[src/rtl/sexl_pkg.sv]
package sexl_pkg;

    localparam int DEF_LINE_WIDTH   = 16;
    localparam int DEF_COLUMN_WIDTH = 16;

    // queue depths, kept at powers of two so the pointers wrap on their own
    localparam int Q_DEPTH = 4;
    localparam int R_DEPTH = 4;

    localparam int NUM_KW = 7;

    localparam logic [7:0] CH_LPAREN  = 8'h28;
    localparam logic [7:0] CH_RPAREN  = 8'h29;
    localparam logic [7:0] CH_QUOTE   = 8'h22;
    localparam logic [7:0] CH_SPACE   = 8'h20;
    localparam logic [7:0] CH_TAB     = 8'h09;
    localparam logic [7:0] CH_NEWLINE = 8'h0A;

    localparam logic [2:0] KW_NONE = 3'd0;

    typedef enum logic [2:0] {
        CL_OTHER,
        CL_LPAREN,
        CL_RPAREN,
        CL_QUOTE,
        CL_SPACE,
        CL_NEWLINE
    } char_class_t;

    typedef enum logic [1:0] {
        MODE_IDLE,
        MODE_SYM,
        MODE_STR
    } lex_mode_t;

    typedef enum logic [2:0] {
        TK_LPAREN  = 3'd0,
        TK_RPAREN  = 3'd1,
        TK_STRING  = 3'd2,
        TK_SYMBOL  = 3'd3,
        TK_KEYWORD = 3'd4
    } token_kind_t;

    typedef struct packed {
        char_class_t cls;
        logic [7:0]  ch;
        logic        eos;
    } entry_t;

    typedef struct packed {
        token_kind_t kind;
        logic [2:0]  kw;
        logic [15:0] line;
        logic [15:0] start_col;
        logic [15:0] end_col;
        logic [15:0] len;
        logic        unterm;
        logic        last;
    } result_t;

    localparam logic [15:0] KW_LEN [NUM_KW] = '{16'd5, 16'd4, 16'd2, 16'd3, 16'd3, 16'd4, 16'd4};

    localparam logic [7:0] KW_TEXT [NUM_KW][8] = '{
        '{"q", "u", "o", "t", "e", 8'h00, 8'h00, 8'h00},
        '{"a", "t", "o", "m", 8'h00, 8'h00, 8'h00, 8'h00},
        '{"e", "q", 8'h00, 8'h00, 8'h00, 8'h00, 8'h00, 8'h00},
        '{"c", "a", "r", 8'h00, 8'h00, 8'h00, 8'h00, 8'h00},
        '{"c", "d", "r", 8'h00, 8'h00, 8'h00, 8'h00, 8'h00},
        '{"c", "o", "n", "s", 8'h00, 8'h00, 8'h00, 8'h00},
        '{"c", "o", "n", "d", 8'h00, 8'h00, 8'h00, 8'h00}
    };

    // keywords that still agree with byte c at position pos
    function automatic logic [NUM_KW-1:0] kw_hits(input logic [7:0] c, input logic [15:0] pos);
        logic [NUM_KW-1:0] hits;
        hits = '0;
        for (int k = 0; k < NUM_KW; k++)
        begin
            hits[k] = (pos < KW_LEN[k]) && (KW_TEXT[k][pos[2:0]] == c);
        end
        return hits;
    endfunction

    function automatic logic [2:0] kw_code(input logic [NUM_KW-1:0] mask, input logic [15:0] len);
        logic [2:0] code;
        code = KW_NONE;
        for (int k = 0; k < NUM_KW; k++)
        begin
            if (mask[k] && (len == KW_LEN[k]))
            begin
                code = 3'(k + 1);
            end
        end
        return code;
    endfunction

endpackage

[src/rtl/sexpr_token_lexer_core.sv]
// s-expression token lexer
// the input stream carries one source byte per transaction; tlast marks the
// final byte of a source, after which a pending symbol or string is flushed
// and the line and column counters go back to one
// the output stream carries one token per transaction: kind in tuser, the
// keyword code, line, start and end columns, length and the unterminated
// flag in tdata; tlast marks the last token caused by one input byte
// throughput: one byte per cycle while the token queue has room; a paren that
// ends a symbol gives two tokens, which leave one output transaction per cycle
// path: the edge that takes a byte writes it into the 4-entry byte queue, and
// a later lexer step writes the tokens it causes into the 4-entry token queue,
// whose head entry drives the output
// when the receiver stalls, tokens collect in the token queue, the lexer
// holds once fewer than two slots are free, then the byte queue fills and
// tready drops
// reset empties both queues, sets the lexer idle and line and column to one
module sexpr_token_lexer_core #(
    parameter int LINE_WIDTH   = sexl_pkg::DEF_LINE_WIDTH,
    parameter int COLUMN_WIDTH = sexl_pkg::DEF_COLUMN_WIDTH
) (
    input  logic        clk,
    input  logic        rst_n,
    input  logic        s_axis_tvalid,
    output logic        s_axis_tready,
    input  logic [7:0]  s_axis_tdata,   // ch
    input  logic        s_axis_tlast,
    output logic        m_axis_tvalid,
    input  logic        m_axis_tready,
    output logic [71:0] m_axis_tdata,   // keyword_code, start_line, start_column, end_column,
                                        // text_length, unterminated, zero pad
    output logic [2:0]  m_axis_tuser,   // token_kind
    output logic        m_axis_tlast
);

    logic              q_valid;
    logic              q_pop;
    sexl_pkg::entry_t  q_entry;
    sexl_pkg::result_t res;

    sexl_front u_front (
        .clk           (clk),
        .rst_n         (rst_n),
        .s_axis_tvalid (s_axis_tvalid),
        .s_axis_tready (s_axis_tready),
        .s_axis_tdata  (s_axis_tdata),
        .s_axis_tlast  (s_axis_tlast),
        .q_valid       (q_valid),
        .q_entry       (q_entry),
        .q_pop         (q_pop)
    );

    sexl_back #(
        .LINE_WIDTH   (LINE_WIDTH),
        .COLUMN_WIDTH (COLUMN_WIDTH)
    ) u_back (
        .clk       (clk),
        .rst_n     (rst_n),
        .q_valid   (q_valid),
        .q_entry   (q_entry),
        .q_pop     (q_pop),
        .res_valid (m_axis_tvalid),
        .res_ready (m_axis_tready),
        .res_data  (res)
    );

    assign m_axis_tdata = {4'b0, res.unterm, res.len, res.end_col, res.start_col,
                           res.line, res.kw};
    assign m_axis_tuser = res.kind;
    assign m_axis_tlast = res.last;

endmodule

[src/rtl/sexl_front.sv]
module sexl_front (
    input  logic                clk,
    input  logic                rst_n,
    input  logic                s_axis_tvalid,
    output logic                s_axis_tready,
    input  logic [7:0]          s_axis_tdata,
    input  logic                s_axis_tlast,
    output logic                q_valid,
    output sexl_pkg::entry_t    q_entry,
    input  logic                q_pop
);

    localparam int AW = $clog2(sexl_pkg::Q_DEPTH);
    localparam int CW = $clog2(sexl_pkg::Q_DEPTH + 1);

    sexl_pkg::entry_t      q_mem_reg [sexl_pkg::Q_DEPTH];
    logic [AW-1:0]         wr_reg, wr_next;
    logic [AW-1:0]         rd_reg, rd_next;
    logic [CW-1:0]         count_reg, count_next;
    sexl_pkg::char_class_t cls;
    logic                  push;

    always_comb
    begin
        unique case (s_axis_tdata)
            sexl_pkg::CH_LPAREN:  cls = sexl_pkg::CL_LPAREN;
            sexl_pkg::CH_RPAREN:  cls = sexl_pkg::CL_RPAREN;
            sexl_pkg::CH_QUOTE:   cls = sexl_pkg::CL_QUOTE;
            sexl_pkg::CH_SPACE,
            sexl_pkg::CH_TAB:     cls = sexl_pkg::CL_SPACE;
            sexl_pkg::CH_NEWLINE: cls = sexl_pkg::CL_NEWLINE;
            default:              cls = sexl_pkg::CL_OTHER;
        endcase
    end

    assign s_axis_tready = (count_reg != CW'(sexl_pkg::Q_DEPTH));
    assign push          = s_axis_tvalid && s_axis_tready;
    assign q_valid       = (count_reg != '0);
    assign q_entry       = q_mem_reg[rd_reg];

    always_comb
    begin
        wr_next    = push ? wr_reg + AW'(1) : wr_reg;
        rd_next    = q_pop ? rd_reg + AW'(1) : rd_reg;
        count_next = count_reg + CW'(push) - CW'(q_pop);
    end

    always_ff @(posedge clk)
    begin
        if (push)
        begin
            q_mem_reg[wr_reg] <= '{cls: cls, ch: s_axis_tdata, eos: s_axis_tlast};
        end
    end

    always_ff @(posedge clk or negedge rst_n)
    begin
        if (!rst_n)
        begin
            wr_reg    <= '0;
            rd_reg    <= '0;
            count_reg <= '0;
        end
        else
        begin
            wr_reg    <= wr_next;
            rd_reg    <= rd_next;
            count_reg <= count_next;
        end
    end

endmodule

[src/rtl/sexl_back.sv]
module sexl_back #(
    parameter int LINE_WIDTH   = sexl_pkg::DEF_LINE_WIDTH,
    parameter int COLUMN_WIDTH = sexl_pkg::DEF_COLUMN_WIDTH
) (
    input  logic                clk,
    input  logic                rst_n,
    input  logic                q_valid,
    input  sexl_pkg::entry_t    q_entry,
    output logic                q_pop,
    output logic                res_valid,
    input  logic                res_ready,
    output sexl_pkg::result_t   res_data
);

    localparam int MW0 = (LINE_WIDTH > COLUMN_WIDTH) ? LINE_WIDTH : COLUMN_WIDTH;
    localparam int WW  = ((MW0 > 16) ? MW0 : 16) + 2;
    localparam int RAW = $clog2(sexl_pkg::R_DEPTH);
    localparam int RCW = $clog2(sexl_pkg::R_DEPTH + 1);
    localparam logic [WW-1:0] CMAX = WW'({COLUMN_WIDTH{1'b1}});

    function automatic logic [COLUMN_WIDTH-1:0] col_clamp(input logic [WW-1:0] v);
        return (v > CMAX) ? {COLUMN_WIDTH{1'b1}} : v[COLUMN_WIDTH-1:0];
    endfunction

    function automatic logic [15:0] clip16(input logic [WW-1:0] v);
        return (v > WW'(16'hFFFF)) ? 16'hFFFF : v[15:0];
    endfunction

    sexl_pkg::lex_mode_t       mode_reg, mode_next, mode_mid;
    logic [LINE_WIDTH-1:0]     line_reg, line_next, line_mid, line_inc;
    logic [COLUMN_WIDTH-1:0]   col_reg, col_next, col_mid, col_a, col_a_inc;
    logic [COLUMN_WIDTH-1:0]   start_reg, start_next, start_mid;
    logic [15:0]               len_reg, len_next, len_mid, len_inc;
    logic [6:0]                kwm_reg, kwm_next, kwm_mid;

    logic [COLUMN_WIDTH-1:0]   ec_sym_end, ec_str_end, ec_sym_mid, ec_str_mid;
    logic [2:0]                code_end, code_mid;
    logic                      in_str, in_sym, is_par, is_brk;
    logic                      str_close, sym_end, sym_cont, idle_path;
    logic                      paren_emit, sym_open, str_open, eos_sym, eos_str;
    sexl_pkg::result_t         r0, r1, paren_res;
    logic [1:0]                n_res;

    sexl_pkg::result_t         r_mem_reg [sexl_pkg::R_DEPTH];
    logic [RAW-1:0]            r_wr_reg, r_wr_next, r_rd_reg, r_rd_next;
    logic [RCW-1:0]            r_count_reg, r_count_next;
    logic                      out_pop;

    assign q_pop     = q_valid && (r_count_reg <= RCW'(sexl_pkg::R_DEPTH - 2));
    assign res_valid = (r_count_reg != '0);
    assign res_data  = r_mem_reg[r_rd_reg];
    assign out_pop   = res_valid && res_ready;

    // byte decode against the current mode
    assign in_str     = (mode_reg == sexl_pkg::MODE_STR);
    assign in_sym     = (mode_reg == sexl_pkg::MODE_SYM);
    assign is_par     = (q_entry.cls == sexl_pkg::CL_LPAREN) || (q_entry.cls == sexl_pkg::CL_RPAREN);
    assign is_brk     = is_par || (q_entry.cls == sexl_pkg::CL_SPACE)
                        || (q_entry.cls == sexl_pkg::CL_NEWLINE);
    assign str_close  = in_str && (q_entry.cls == sexl_pkg::CL_QUOTE);
    assign sym_end    = in_sym && is_brk;
    assign sym_cont   = in_sym && !is_brk;
    assign idle_path  = !in_str && !sym_cont;
    assign paren_emit = idle_path && is_par;
    assign sym_open   = idle_path && (q_entry.cls == sexl_pkg::CL_OTHER);
    assign str_open   = idle_path && (q_entry.cls == sexl_pkg::CL_QUOTE);

    // next state
    always_comb
    begin
        unique case (mode_reg)
            sexl_pkg::MODE_STR: mode_mid = str_close ? sexl_pkg::MODE_IDLE : sexl_pkg::MODE_STR;
            sexl_pkg::MODE_SYM: mode_mid = sym_cont ? sexl_pkg::MODE_SYM : sexl_pkg::MODE_IDLE;
            default:
            begin
                if (str_open)
                begin
                    mode_mid = sexl_pkg::MODE_STR;
                end
                else if (sym_open)
                begin
                    mode_mid = sexl_pkg::MODE_SYM;
                end
                else
                begin
                    mode_mid = sexl_pkg::MODE_IDLE;
                end
            end
        endcase
        if (!q_pop)
        begin
            mode_next = mode_reg;
        end
        else if (q_entry.eos)
        begin
            mode_next = sexl_pkg::MODE_IDLE;
        end
        else
        begin
            mode_next = mode_mid;
        end
    end

    // counters and results
    always_comb
    begin
        len_inc    = (len_reg == 16'hFFFF) ? len_reg : len_reg + 16'd1;
        line_inc   = (line_reg == '1) ? line_reg : line_reg + LINE_WIDTH'(1);
        ec_sym_end = col_clamp(WW'(start_reg) + WW'(len_reg));
        ec_str_end = col_clamp(WW'(start_reg) + WW'(len_reg) + WW'(2));
        code_end   = sexl_pkg::kw_code(kwm_reg, len_reg);
        col_a      = sym_end ? ec_sym_end : col_reg;
        col_a_inc  = (col_a == '1) ? col_a : col_a + COLUMN_WIDTH'(1);

        line_mid = (idle_path && (q_entry.cls == sexl_pkg::CL_NEWLINE)) ? line_inc : line_reg;

        if (str_close)
        begin
            col_mid = ec_str_end;
        end
        else if (!idle_path)
        begin
            col_mid = col_reg;
        end
        else if (is_par || (q_entry.cls == sexl_pkg::CL_SPACE))
        begin
            col_mid = col_a_inc;
        end
        else if (q_entry.cls == sexl_pkg::CL_NEWLINE)
        begin
            col_mid = COLUMN_WIDTH'(1);
        end
        else
        begin
            col_mid = col_a;
        end

        start_mid = (sym_open || str_open) ? col_reg : start_reg;

        if (sym_open)
        begin
            len_mid = 16'd1;
            kwm_mid = sexl_pkg::kw_hits(q_entry.ch, 16'd0);
        end
        else if (sym_cont)
        begin
            len_mid = len_inc;
            kwm_mid = kwm_reg & sexl_pkg::kw_hits(q_entry.ch, len_reg);
        end
        else if (str_open)
        begin
            len_mid = 16'd0;
            kwm_mid = kwm_reg;
        end
        else if (in_str && !str_close)
        begin
            len_mid = len_inc;
            kwm_mid = kwm_reg;
        end
        else
        begin
            len_mid = len_reg;
            kwm_mid = kwm_reg;
        end

        eos_sym    = q_entry.eos && (mode_mid == sexl_pkg::MODE_SYM);
        eos_str    = q_entry.eos && (mode_mid == sexl_pkg::MODE_STR);
        ec_sym_mid = col_clamp(WW'(start_mid) + WW'(len_mid));
        ec_str_mid = col_clamp(WW'(start_mid) + WW'(len_mid) + WW'(2));
        code_mid   = sexl_pkg::kw_code(kwm_mid, len_mid);

        paren_res.kind      = (q_entry.cls == sexl_pkg::CL_LPAREN) ? sexl_pkg::TK_LPAREN
                                                                   : sexl_pkg::TK_RPAREN;
        paren_res.kw        = sexl_pkg::KW_NONE;
        paren_res.line      = clip16(WW'(line_reg));
        paren_res.start_col = clip16(WW'(col_a));
        paren_res.end_col   = clip16(WW'(col_a_inc));
        paren_res.len       = 16'd1;
        paren_res.unterm    = 1'b0;
        paren_res.last      = 1'b1;

        r0.line   = clip16(WW'(line_reg));
        r0.unterm = 1'b0;
        r0.last   = 1'b1;
        if (str_close)
        begin
            r0.kind      = sexl_pkg::TK_STRING;
            r0.kw        = sexl_pkg::KW_NONE;
            r0.start_col = clip16(WW'(start_reg));
            r0.end_col   = clip16(WW'(ec_str_end));
            r0.len       = len_reg;
        end
        else if (sym_end)
        begin
            r0.kind      = (code_end != sexl_pkg::KW_NONE) ? sexl_pkg::TK_KEYWORD
                                                           : sexl_pkg::TK_SYMBOL;
            r0.kw        = code_end;
            r0.start_col = clip16(WW'(start_reg));
            r0.end_col   = clip16(WW'(ec_sym_end));
            r0.len       = len_reg;
            r0.last      = !paren_emit;
        end
        else if (paren_emit)
        begin
            r0 = paren_res;
        end
        else if (eos_sym)
        begin
            r0.kind      = (code_mid != sexl_pkg::KW_NONE) ? sexl_pkg::TK_KEYWORD
                                                           : sexl_pkg::TK_SYMBOL;
            r0.kw        = code_mid;
            r0.start_col = clip16(WW'(start_mid));
            r0.end_col   = clip16(WW'(ec_sym_mid));
            r0.len       = len_mid;
        end
        else
        begin
            r0.kind      = sexl_pkg::TK_STRING;
            r0.kw        = sexl_pkg::KW_NONE;
            r0.start_col = clip16(WW'(start_mid));
            r0.end_col   = clip16(WW'(ec_str_mid));
            r0.len       = len_mid;
            r0.unterm    = 1'b1;
        end
        r1 = paren_res;

        if (!q_pop)
        begin
            n_res = 2'd0;
        end
        else if (sym_end && paren_emit)
        begin
            n_res = 2'd2;
        end
        else if (str_close || sym_end || paren_emit || eos_sym || eos_str)
        begin
            n_res = 2'd1;
        end
        else
        begin
            n_res = 2'd0;
        end

        if (q_pop)
        begin
            line_next  = q_entry.eos ? LINE_WIDTH'(1) : line_mid;
            col_next   = q_entry.eos ? COLUMN_WIDTH'(1) : col_mid;
            len_next   = q_entry.eos ? 16'd0 : len_mid;
            start_next = start_mid;
            kwm_next   = kwm_mid;
        end
        else
        begin
            line_next  = line_reg;
            col_next   = col_reg;
            len_next   = len_reg;
            start_next = start_reg;
            kwm_next   = kwm_reg;
        end

        r_wr_next    = r_wr_reg + RAW'(n_res);
        r_rd_next    = out_pop ? r_rd_reg + RAW'(1) : r_rd_reg;
        r_count_next = r_count_reg + RCW'(n_res) - RCW'(out_pop);
    end

    always_ff @(posedge clk)
    begin
        start_reg <= start_next;
        kwm_reg   <= kwm_next;
        if (n_res != 2'd0)
        begin
            r_mem_reg[r_wr_reg] <= r0;
        end
        if (n_res == 2'd2)
        begin
            r_mem_reg[r_wr_reg + RAW'(1)] <= r1;
        end
    end

    always_ff @(posedge clk or negedge rst_n)
    begin
        if (!rst_n)
        begin
            mode_reg    <= sexl_pkg::MODE_IDLE;
            line_reg    <= LINE_WIDTH'(1);
            col_reg     <= COLUMN_WIDTH'(1);
            len_reg     <= '0;
            r_wr_reg    <= '0;
            r_rd_reg    <= '0;
            r_count_reg <= '0;
        end
        else
        begin
            mode_reg    <= mode_next;
            line_reg    <= line_next;
            col_reg     <= col_next;
            len_reg     <= len_next;
            r_wr_reg    <= r_wr_next;
            r_rd_reg    <= r_rd_next;
            r_count_reg <= r_count_next;
        end
    end

endmodule

[config.mk]
export PLATFORM = sky130hd
export DESIGN_NAME = sexpr_token_lexer_core
export DESIGN_NICKNAME = d
export VERILOG_FILES = /design/src/rtl/sexl_pkg.sv /design/src/rtl/sexpr_token_lexer_core.sv /design/src/rtl/sexl_front.sv /design/src/rtl/sexl_back.sv
export SDC_FILE = /design/constraint.sdc
export NUM_CORES = 1
export LEC_CHECK = 0
export BUFFER_PORTS_ARGS = -buffer_cell sky130_fd_sc_hd__buf_4
export CAP_MARGIN = 0
export CORE_ASPECT_RATIO = 0.6
export CORE_UTILIZATION = 40
export DETAILED_ROUTE_END_ITERATION = 10
export SYNTH_ARGS = -nofsm -noshare
export SYNTH_HDL_FRONTEND = slang
export SYNTH_HIERARCHICAL = 1
export SYNTH_SLANG_ARGS = --single-unit
export TNS_END_PERCENT = 20
[constraint.sdc]
create_clock -name clk -period 8.65 [get_ports clk]
set_input_delay 1.2975 -clock clk [delete_from_list [all_inputs] [get_ports clk]]
set_output_delay 1.2975 -clock clk [all_outputs]
set_load 0.05 [all_outputs]
; Yosys cells after proc, flatten, opt, wreduce, memory -nomap -nowiden
; Memories as Yosys holds them, arrays and structs flattened.
; Cells that the tools add are included.
[op_classes]
n_addsub = 16
order_cmp = 10
n_eq_ne = 40
mux = 82
n_bitwise = 2
reduce_logical = 60
[op_table]
columns = op, n
row1 = $mux W16, 21
row2 = $mux W8, 14
row3 = $mux W48, 2
row4 = $gt A18 B16 Y1 const B, 4
row5 = $eq A16 B2 Y1 const B, 4
row6 = $eq A16 B3 Y1 const B, 4
row7 = $eq A8 B8 Y1, 7
row8 = $mux W49, 1
row9 = $add A16 B1 Y16 const B, 3
row10 = $eq A16 B16 Y1 const B, 3
row11 = $add A18 B2 Y18 const B, 2
row12 = $logic_and A1 B1 Y1, 36
row13 = $add A16 B16 Y17, 2
row14 = $eq A7 B8 Y1 const A, 4
row15 = $eq A8 B6 Y1 const B, 4
row16 = $lt A16 B2 Y1 const B, 2
row17 = $lt A16 B3 Y1 const B, 2
row18 = $mux W32, 1
row19 = $mux W3, 10
row20 = $mux W6, 4
row21 = $mux W2, 10
row22 = $eq A8 B4 Y1 const B, 2
row23 = $mux W1, 15
row24 = $pmux W3 S5, 1
row25 = other kinds (26), 52
[word_totals]
regBits = 87
mem_bits_rw = 336
mem_bits_ro = 448
input_bits = 13
output_inout_bits = 78
wordCells = 231
memories = 9
[memory_table]
columns = memory, words, word_bits, rd, rd_clocked_by_memory_dff, wr, line_no
row1 = u_back.r_mem_reg, 4, 72, 1, 0, 2, sexl_back.sv:44  ; sexl_pkg::result_t r_mem_reg [sexl_pkg::R_DEPTH];
row2 = (name not given), 8, 8, 1, 0, 0, sexl_pkg.sv:79  ; hits[k] = (pos < KW_LEN[k]) && (KW_TEXT[k][pos[2:0]] == c);
row3 = (name not given), 8, 8, 1, 0, 0, sexl_pkg.sv:79
row4 = (name not given), 8, 8, 1, 0, 0, sexl_pkg.sv:79
row5 = (name not given), 8, 8, 1, 0, 0, sexl_pkg.sv:79
row6 = (name not given), 8, 8, 1, 0, 0, sexl_pkg.sv:79
row7 = +3 memories, --, --, --, --, --, --

; Longest topological paths before layout
; Gate-level depths: netlist (run 1).
; An unclocked memory read counts as a cell.
[depth]
ltp_word = 28
depth_mapped = 26
ltp_nobuf = 22

; By module
; Netlist (run 1), hierarchy kept.
[modules_own_cells]
columns = mod, instances, cells_each, area_each_um2, seq_area_each_um2
row1 = sexl_back, 1, 2236, 22237.6, 9846.9
row2 = sexl_front, 1, 111, 2234.6, 1616.6
row3 = sexpr_token_lexer_core, 1, 5, 33.8, 0.0

; Least setup slack after synthesis (run 1)
; No wires, ideal clock.
[synth_path]
path_type = register -> register
start = reg u_front.rd_reg[0]
end = mem u_back/r_mem_reg[0][25] (netlist bit), data pin
arrival_time_ns = 6.155
slack_ns = 2.209
stages_incl_launch_ff = 25
n_path_buf = 3
period_less_slack_ns = 6.441
cell_sequence = dfrtp_1 > buf_2 > buf_4 > mux4_2 > buf_4 > o21bai_1 > and2_2 > nor2_1 > a2111oi_0 > and3_1 > mux2i_1 > and2_1 > ha_1 > a21o_1 > a311o_1 > o31a_1 > a31oi_1 > a21boi_0 > a221oi_4 > nand2_1 > and3b_2 > a41o_2 > a21oi_1 > o41ai_1 > o22ai_1
[synth_lines]
columns = element, line_no
row1 = start: declaration, sexl_front.sv:18  ; logic [AW-1:0] rd_reg, rd_next;
row2 = start signal: assignment, sexl_front.sv:67  ; rd_reg <= rd_next;
row3 = end: declaration, sexl_back.sv:44

==> metrics.txt, run 1 <==
flops & latches, synth 423; reg2reg start u_front/rd_reg[1]; Layout fillers approximately 5500; antenna-violating nets left 0; DR WL/cell 27.27 µm; Syn-to-layout area delta 11.99%; sequential area share after synthesis 46.78%; # setup viols final 0; CTS tree yes; area fraction in compound gates after synthesis about 18%; Rows 69; hold_buf cts 0; Ports roughly 90; fin crit share 94.91%; H-tree depth 2; Fmax 0.1218 GHz; outcome finished, final reports clean; largest net degree at the start of global routing 80; final hold vios 0; commonest cells in the netlist edfxtp_1, o21ai_0, nand2_1, nor2_1, nand3_1; R2R cell count 20; cell accounting for the most synthesized area edfxtp_1; main flop type after synthesis edfxtp_1; Die ar. between 0.06 and 0.07 mm²; Worst R2R Setup Slack roughly 0.44 ns; Hold Path Sink u_back/r_mem_reg[2][71]; RSZ-0062 raised after global routing no; largest family of logic cells by synthesized area compound AO/OA/AOI/OAI gates; drt total wl 87990 µm; number of global-route vias before repair between 15000 and 20000; die outline width about 320 µm; setup bufs post-CTS 0; Avg Vias per Cell 6.358; post-synthesis cell area between 0.02 and 0.025 mm²; vias 20520; Remaining Overflow, GRT 0; critical path type reg2reg; power density cells 428.6 mW/mm²; first-pass GRT wire length 129500 µm; CP most frequent cell nand2_1; Core Area around 0.060 mm²; worst vdd ir approximately 0.00023 V; GPL Wtd Cong roughly 1.0; Tot GR Track Use roughly 28%; post-synthesis simple-gate area fraction 15.49%; synth warn 6; M3 GR Usage between 8 and 9%; Slew Limit Fails 0; setup ws final ~0.44 ns; Initial DRC Count between 2000 and 3000; clk buf depth 3; placed cells approximately 3100; die height about 190 µm; latest clock arrival within the worst-skew pair slightly above 0.6 ns; post-detail-place hpwl ~64000 µm; max_cap viols 0; Leak around 10 nW; Worst-Margin Slew ~1.3 ns; count leader, synth edfxtp_1; Max stage delay cell, worst path a21boi_0; CP Capture Type flip-flop; Clock Skews about 0.036 ns; post-CTS resize count 0; Most Crowded Layer GR met1; Max FO, Critical Path 28; average size of a mapped cell approximately 10 µm²; PortBufs between 80 and 90; Setup TNS 0 ns; Setup WS pre-CTS approximately 0.85 ns; Critical path origin u_front/rd_reg[1]; Rel. slew slack around 11%; Final Non-Filler Cells about 3200; ys async rst share between 15 and 20%; Clock Pin Slew Worst Setup and Hold Paths 0.06 ns; CTS Sinks 423; initial core utilization 40.96%; Post-Synth XOR/XNOR Area 3.645%; post-synthesis adder-cell area fraction under 10%; initial antenna violation count 4; Crit path largest cell delay 0.90 ns; Yosys cell types 114; cells after synthesis ~2400; top cells by area, synth edfxtp_1, mux4_2, dfxtp_1; max FFs per register 288; fraction of final layout cells sized beyond drive strength 1 between 15 and 20%; Worst Hold Depth 2; DR DRC count 0; hold wc startpoint u_back/r_mem_reg[2][71]; nets roughly 2400; Tmin final 8.209 ns; drt pass-1 iters 6; GRT met2 Usage a little over a third; met1 capacity usage during global routing between 40% and 50%; mux contribution to synthesized area between 8 and 9%; number of synthesized flops with an enable pin between 200 and 300; worst hold path class reg2reg; FF-to-FF End u_back/r_mem_reg[0][25]; critical-path cell list mux4_2, nor3_4, o31ai_1, nor3_1, nand2_1, or3_1, a21boi_0, ha_1, nand3_1, nor4_1, and3_1, o21ai_0, and3b_1, a221oi_4, nand2_1, and3b_2, a41o_2, a21oi_1, o41ai_1, o22ai_1; CP Launch Type flip-flop; Worst Path Arrival between 8 and 9 ns; Num CTS Buffers 44; Root Buffer clkbuf_16; hold_ws 0.4605 ns; worst path required time approximately 9.0 ns; post-synth top area share about 33%
how the worst max path moves through the flow:
stage | to | slack [ns] | cells after the start
finish | u_back/r_mem_reg[0][25] | 0.44 | 20
global route | u_back/r_mem_reg[0][25] | 0.21 | 20
global placement | u_back/r_mem_reg[1][32] | 1.10 | 22
floorplan | u_back/r_mem_reg[0][25] | 2.21 | 24
detailed placement | u_back/r_mem_reg[2][23] | 0.85 | 21
CTS | u_back/r_mem_reg[2][23] | 0.84 | 21
critical path: cells and delay by family (launching register included):
| kind | cells | cell delay, ns |
|---|---|---|
| AND/OR/NAND/NOR | 10 | 3.09 |
| multiplexers | 1 | 0.69 |
| AO/OA/AOI/OAI | 8 | 2.95 |
| adder cells (fa/ha/maj) | 1 | 0.43 |
| flip-flops | 1 | 0.74 |
layout by cell type (no fill, tap or decap), types with 10 or more instances in the layout:
cell / count
dfxtp_1: 92
mux4_2: 84
xor2_1: 48
o31ai_1: 16
nand4_1: 19
nand2_1: 173
and3_1: 21
nand2_2: 10
nor2_1: 156
nor4_1: 10
nand2b_1: 12
ha_1: 55
or3_1: 19
o211ai_1: 21
a31oi_1: 19
inv_1: 48
dfrtp_1: 60
a211oi_1: 12
o21ai_0: 186
nor2b_1: 11
a22oi_1: 18
o22ai_1: 126
a21oi_1: 110
clkbuf_16: 45
and2_1: 83
nor3_1: 40
o21ai_1: 11
nand3_1: 126
edfxtp_1: 267
mux2i_1: 25
xnor2_1: 54
a21o_1: 19
o32ai_1: 21
buf_4: 141
where the power goes:
group	switching, W	internal (W)
combinational	0.00471	0.00207
clock	0.000866	0.00109
sequential	0.000335	0.00268
layout make-up:
type                            count  area [µm²]  area share [%]
Timing Repair Buffer              142        1079           3.930
Inverter                           51       191.4          0.6975
Clock buffer                       55        1204           4.386
Tap cell                          816        1021           3.720
Multi-Input combinational cell   1712       12200           44.47
Sequential cell                   423       11470           41.80
Antenna cell                        1       2.502        0.009118
Clock inverter                     27       271.5          0.9893
layer usage:
metal	vias to the layer above	wire length [µm]
met4	0	1557
met3	103	10840
li1	9069	-
met5	-	0
met2	1084	33550
met1	10260	42050
logic make-up (layout without fill, tap and decap cells):
family / after synthesis / in the layout
and+or+nand+nor: 749 / 749
AOI/OAI and AO/OA: 685 / 685
DFF: 423 / 423
buffers and inverters: 220 / 275
muxes: 113 / 113
xor gates and xnor gates: 102 / 102
adders and majority gates: 59 / 59
other: 1 / 5
through the flow:
| step | util [%] | cell area (µm²) | total power, W |
|---|---|---|---|
| 2_1_floorplan | - | 24520 | 0.007430 |
| 3_3_place_gp | 43.40 | 25970 | 0.009619 |
| 3_5_place_dp | 43.40 | 25970 | 0.009667 |
| 4_1_cts | 45.87 | 27440 | 0.01166 |
| 5_1_grt | 45.87 | 27440 | 0.01228 |
| 6_report | 45.87 | 27440 | 0.01176 |
Note: power is estimated with default switching activity, not from simulation.
==> run 2, diff against run 1 <==
==> constraint.sdc (replaced) <==
create_clock -name clk -period 7.1 [get_ports clk]
set_input_delay 1.065 -clock clk [delete_from_list [all_inputs] [get_ports clk]]
set_output_delay 1.065 -clock clk [all_outputs]
set_load 0.05 [all_outputs]
==> run 2 against run 1 <==
Register-to-register slack got worse by 0.21 ns. Maximum frequency increased by 19%. First-iteration DRC count decreased by 4.4%. Cell area increased by 2.1%. Count of clock-buffer cells in the layout decreased by 1. Combinational power increased by 26%. Clock skew decreased by 0.0022 ns. Worst hold slack improved by 0.0077 ns. Critical path depth increased by 3. Sequential cell count unchanged. Final cell count increased by 2.4%. Critical path type unchanged.
==> metrics.txt, run 2 (synthesis results as in run 1) <==
Die ar. 0.06229 mm² (unchanged); first-pass GRT wire length 128400 µm (-0.80%); Tmin final 6.873 ns (-1.336 ns); largest net degree at the start of global routing 80 (unchanged); Final Non-Filler Cells 3305 (+2.4%); post-detail-place hpwl 62250 µm (-2.4%); nets 2526 (+3.3%); latest clock arrival within the worst-skew pair 0.61 ns (about the same); Worst-Margin Slew 1.379 ns (+0.07981 ns); Clock Skews 0.03354 ns (-0.002233 ns); CP Capture Type flip-flop; clk buf depth 3 (unchanged); power density cells 519.1 mW/mm² (+21%); Max FO, Critical Path 7 (-75%); Root Buffer clkbuf_16; PortBufs 86 (unchanged); setup ws final 0.2271 ns (-0.2135 ns); Leak 10.13 nW (+3.6%); Remaining Overflow, GRT 0 (unchanged); DR DRC count 0 (unchanged); metal2 WL 33810 µm (+0.77%); Clock Pin Slew Worst Setup and Hold Paths 0.06 ns (about the same); hold_ws 0.4682 ns (+0.007706 ns); DR WL met3 9752 µm (-10%); CTS Sinks 423 (unchanged); Avg Vias per Cell 6.299 (-0.93%); Slew Limit Fails 0 (unchanged); initial core utilization 40.96% (unchanged); CP Launch Type flip-flop; Core Area 0.05983 mm² (unchanged); H-tree depth 2 (unchanged); number of global-route vias before repair 19580 (+2.8%); Critical path origin u_front/rd_reg[0]; Worst Path Arrival 7.17 ns (-1.34 ns); antenna-violating nets left 0 (unchanged); Rows 69 (unchanged); hold wc startpoint u_back/r_mem_reg[1][10]; commonest non-fill, non-tap cells in the layout edfxtp_1, buf_4, o21ai_0; vias 20820 (+1.5%); Setup TNS 0 ns (unchanged); DRT met1 WL 41450 µm (-1.4%); drt pass-1 iters 6 (unchanged); DR WL/cell 26.13 µm (-4.2%); CTS tree yes; die outline width 321.5 µm (unchanged); max FFs per register 288 (unchanged); Initial DRC Count 2646 (-4.4%); Setup WS pre-CTS 0.1100 ns (-0.7384 ns); Num CTS Buffers 43 (-2.3%); # setup viols final 0 (unchanged); Top Metal Used met5; worst path required time 7.40 ns (-1.55 ns); fraction of final layout cells sized beyond drive strength 1 18.61% (+2.8 points); Fmax 0.1455 GHz (+19%); Tot GR Track Use 27.35% (-0.51 points); GPL Wtd Cong 1.005 (-0.21%); RSZ-0062 raised after global routing no; placed cells 3223 (+2.5%); drt total wl 86350 µm (-1.9%); initial antenna violation count 4 (unchanged); outcome finished, final reports clean; Syn-to-layout area delta 14.30%; critical path type reg2reg; die height 193.7 µm (unchanged); total power 0.01454 W (+24%); reg2reg start u_front/rd_reg[0]; final hold vios 0 (unchanged); commonest non-fill, non-tap cell in the layout edfxtp_1; Rel. slew slack 7.353% (-3.8 points); Ports 91 (unchanged); fin crit share 96.80% (+1.9 points); max_cap viols 0 (unchanged); worst vdd ir 0.0003351 V (+49%); worst hold path class reg2reg
==> run 2: layer usage <==
layer	global-route usage, %	vias to the layer above
met5	0	-
met4	5.150	4
met3	7.541	98
met2	35.78	1022
met1	43.99	10470
li1	-	9223
==> run 2: cell type report <==
type                       instances  area, µm²
inverter                          51      191.4
multi-input combinational       1712      12250
clock buffer                      54       1169
fill                            5514      31820
sequential                       423      11470
antenna                            1      2.502
tap                              816       1021
clock inverter                    25      231.5
timing repair buffer             223       1674
==> run 2: critical path, stage by stage, from the launching register on <==
cell and delay [ns]:
dfrtp_2 0.46, mux4_2 0.65, o21a_1 0.26, o31ai_1 0.67, nor3_1 0.15, nand2_1 0.12, buf_4 0.13, o211ai_1 0.07
a21boi_0 0.64, ha_1 0.34, nand3_1 0.18, nor4_1 0.21, buf_4 0.18, and3_1 0.20, o21ai_0 0.15, a21boi_0 0.37
a221oi_4 0.06, buf_4 0.17, a41oi_1 0.28, nor2_1 0.08, a31oi_2 0.39, o21ai_2 0.22, o41ai_4 0.45, o22ai_1 0.14
==> run 2: repair_timing <==
action	in CTS	in global routing
buffers inserted	0	2
hold buffers	0	0
endpoints found under the setup margin	0	64
gates resized for setup	0	10
==> run 2: path summary, 6_finish.rpt <==
path	slack [ns]	to	cells after the start
max	0.23	u_back/r_mem_reg[0][27]	23
min	0.47	u_back/r_mem_reg[1][10]	2
max reg2reg	0.23	u_back/r_mem_reg[0][27]	23
min reg2reg	0.47	u_back/r_mem_reg[1][10]	2
max in group asynchronous	5.71	u_back/r_rd_reg[0]	1
min in group asynchronous	0.63	u_front/count_reg[0]	1
==> run 2: report_power, final <==
part	leakage [nW]	switching [W]	internal (W)	total (W)
Sequential	4.08	0.000424	0.00327	0.00369
Combinational	5.39	0.00569	0.00286	0.00855
Clock	0.665	0.00104	0.00126	0.00230
==> run 2: metrics by stage <==
step                      utilization [%]  area (µm²)
after floorplan                         -       24520
after global placement              44.37       26550
after detailed placement            44.37       26550
after CTS                           46.71       27950
after global routing                46.81       28010
final                               46.82       28010
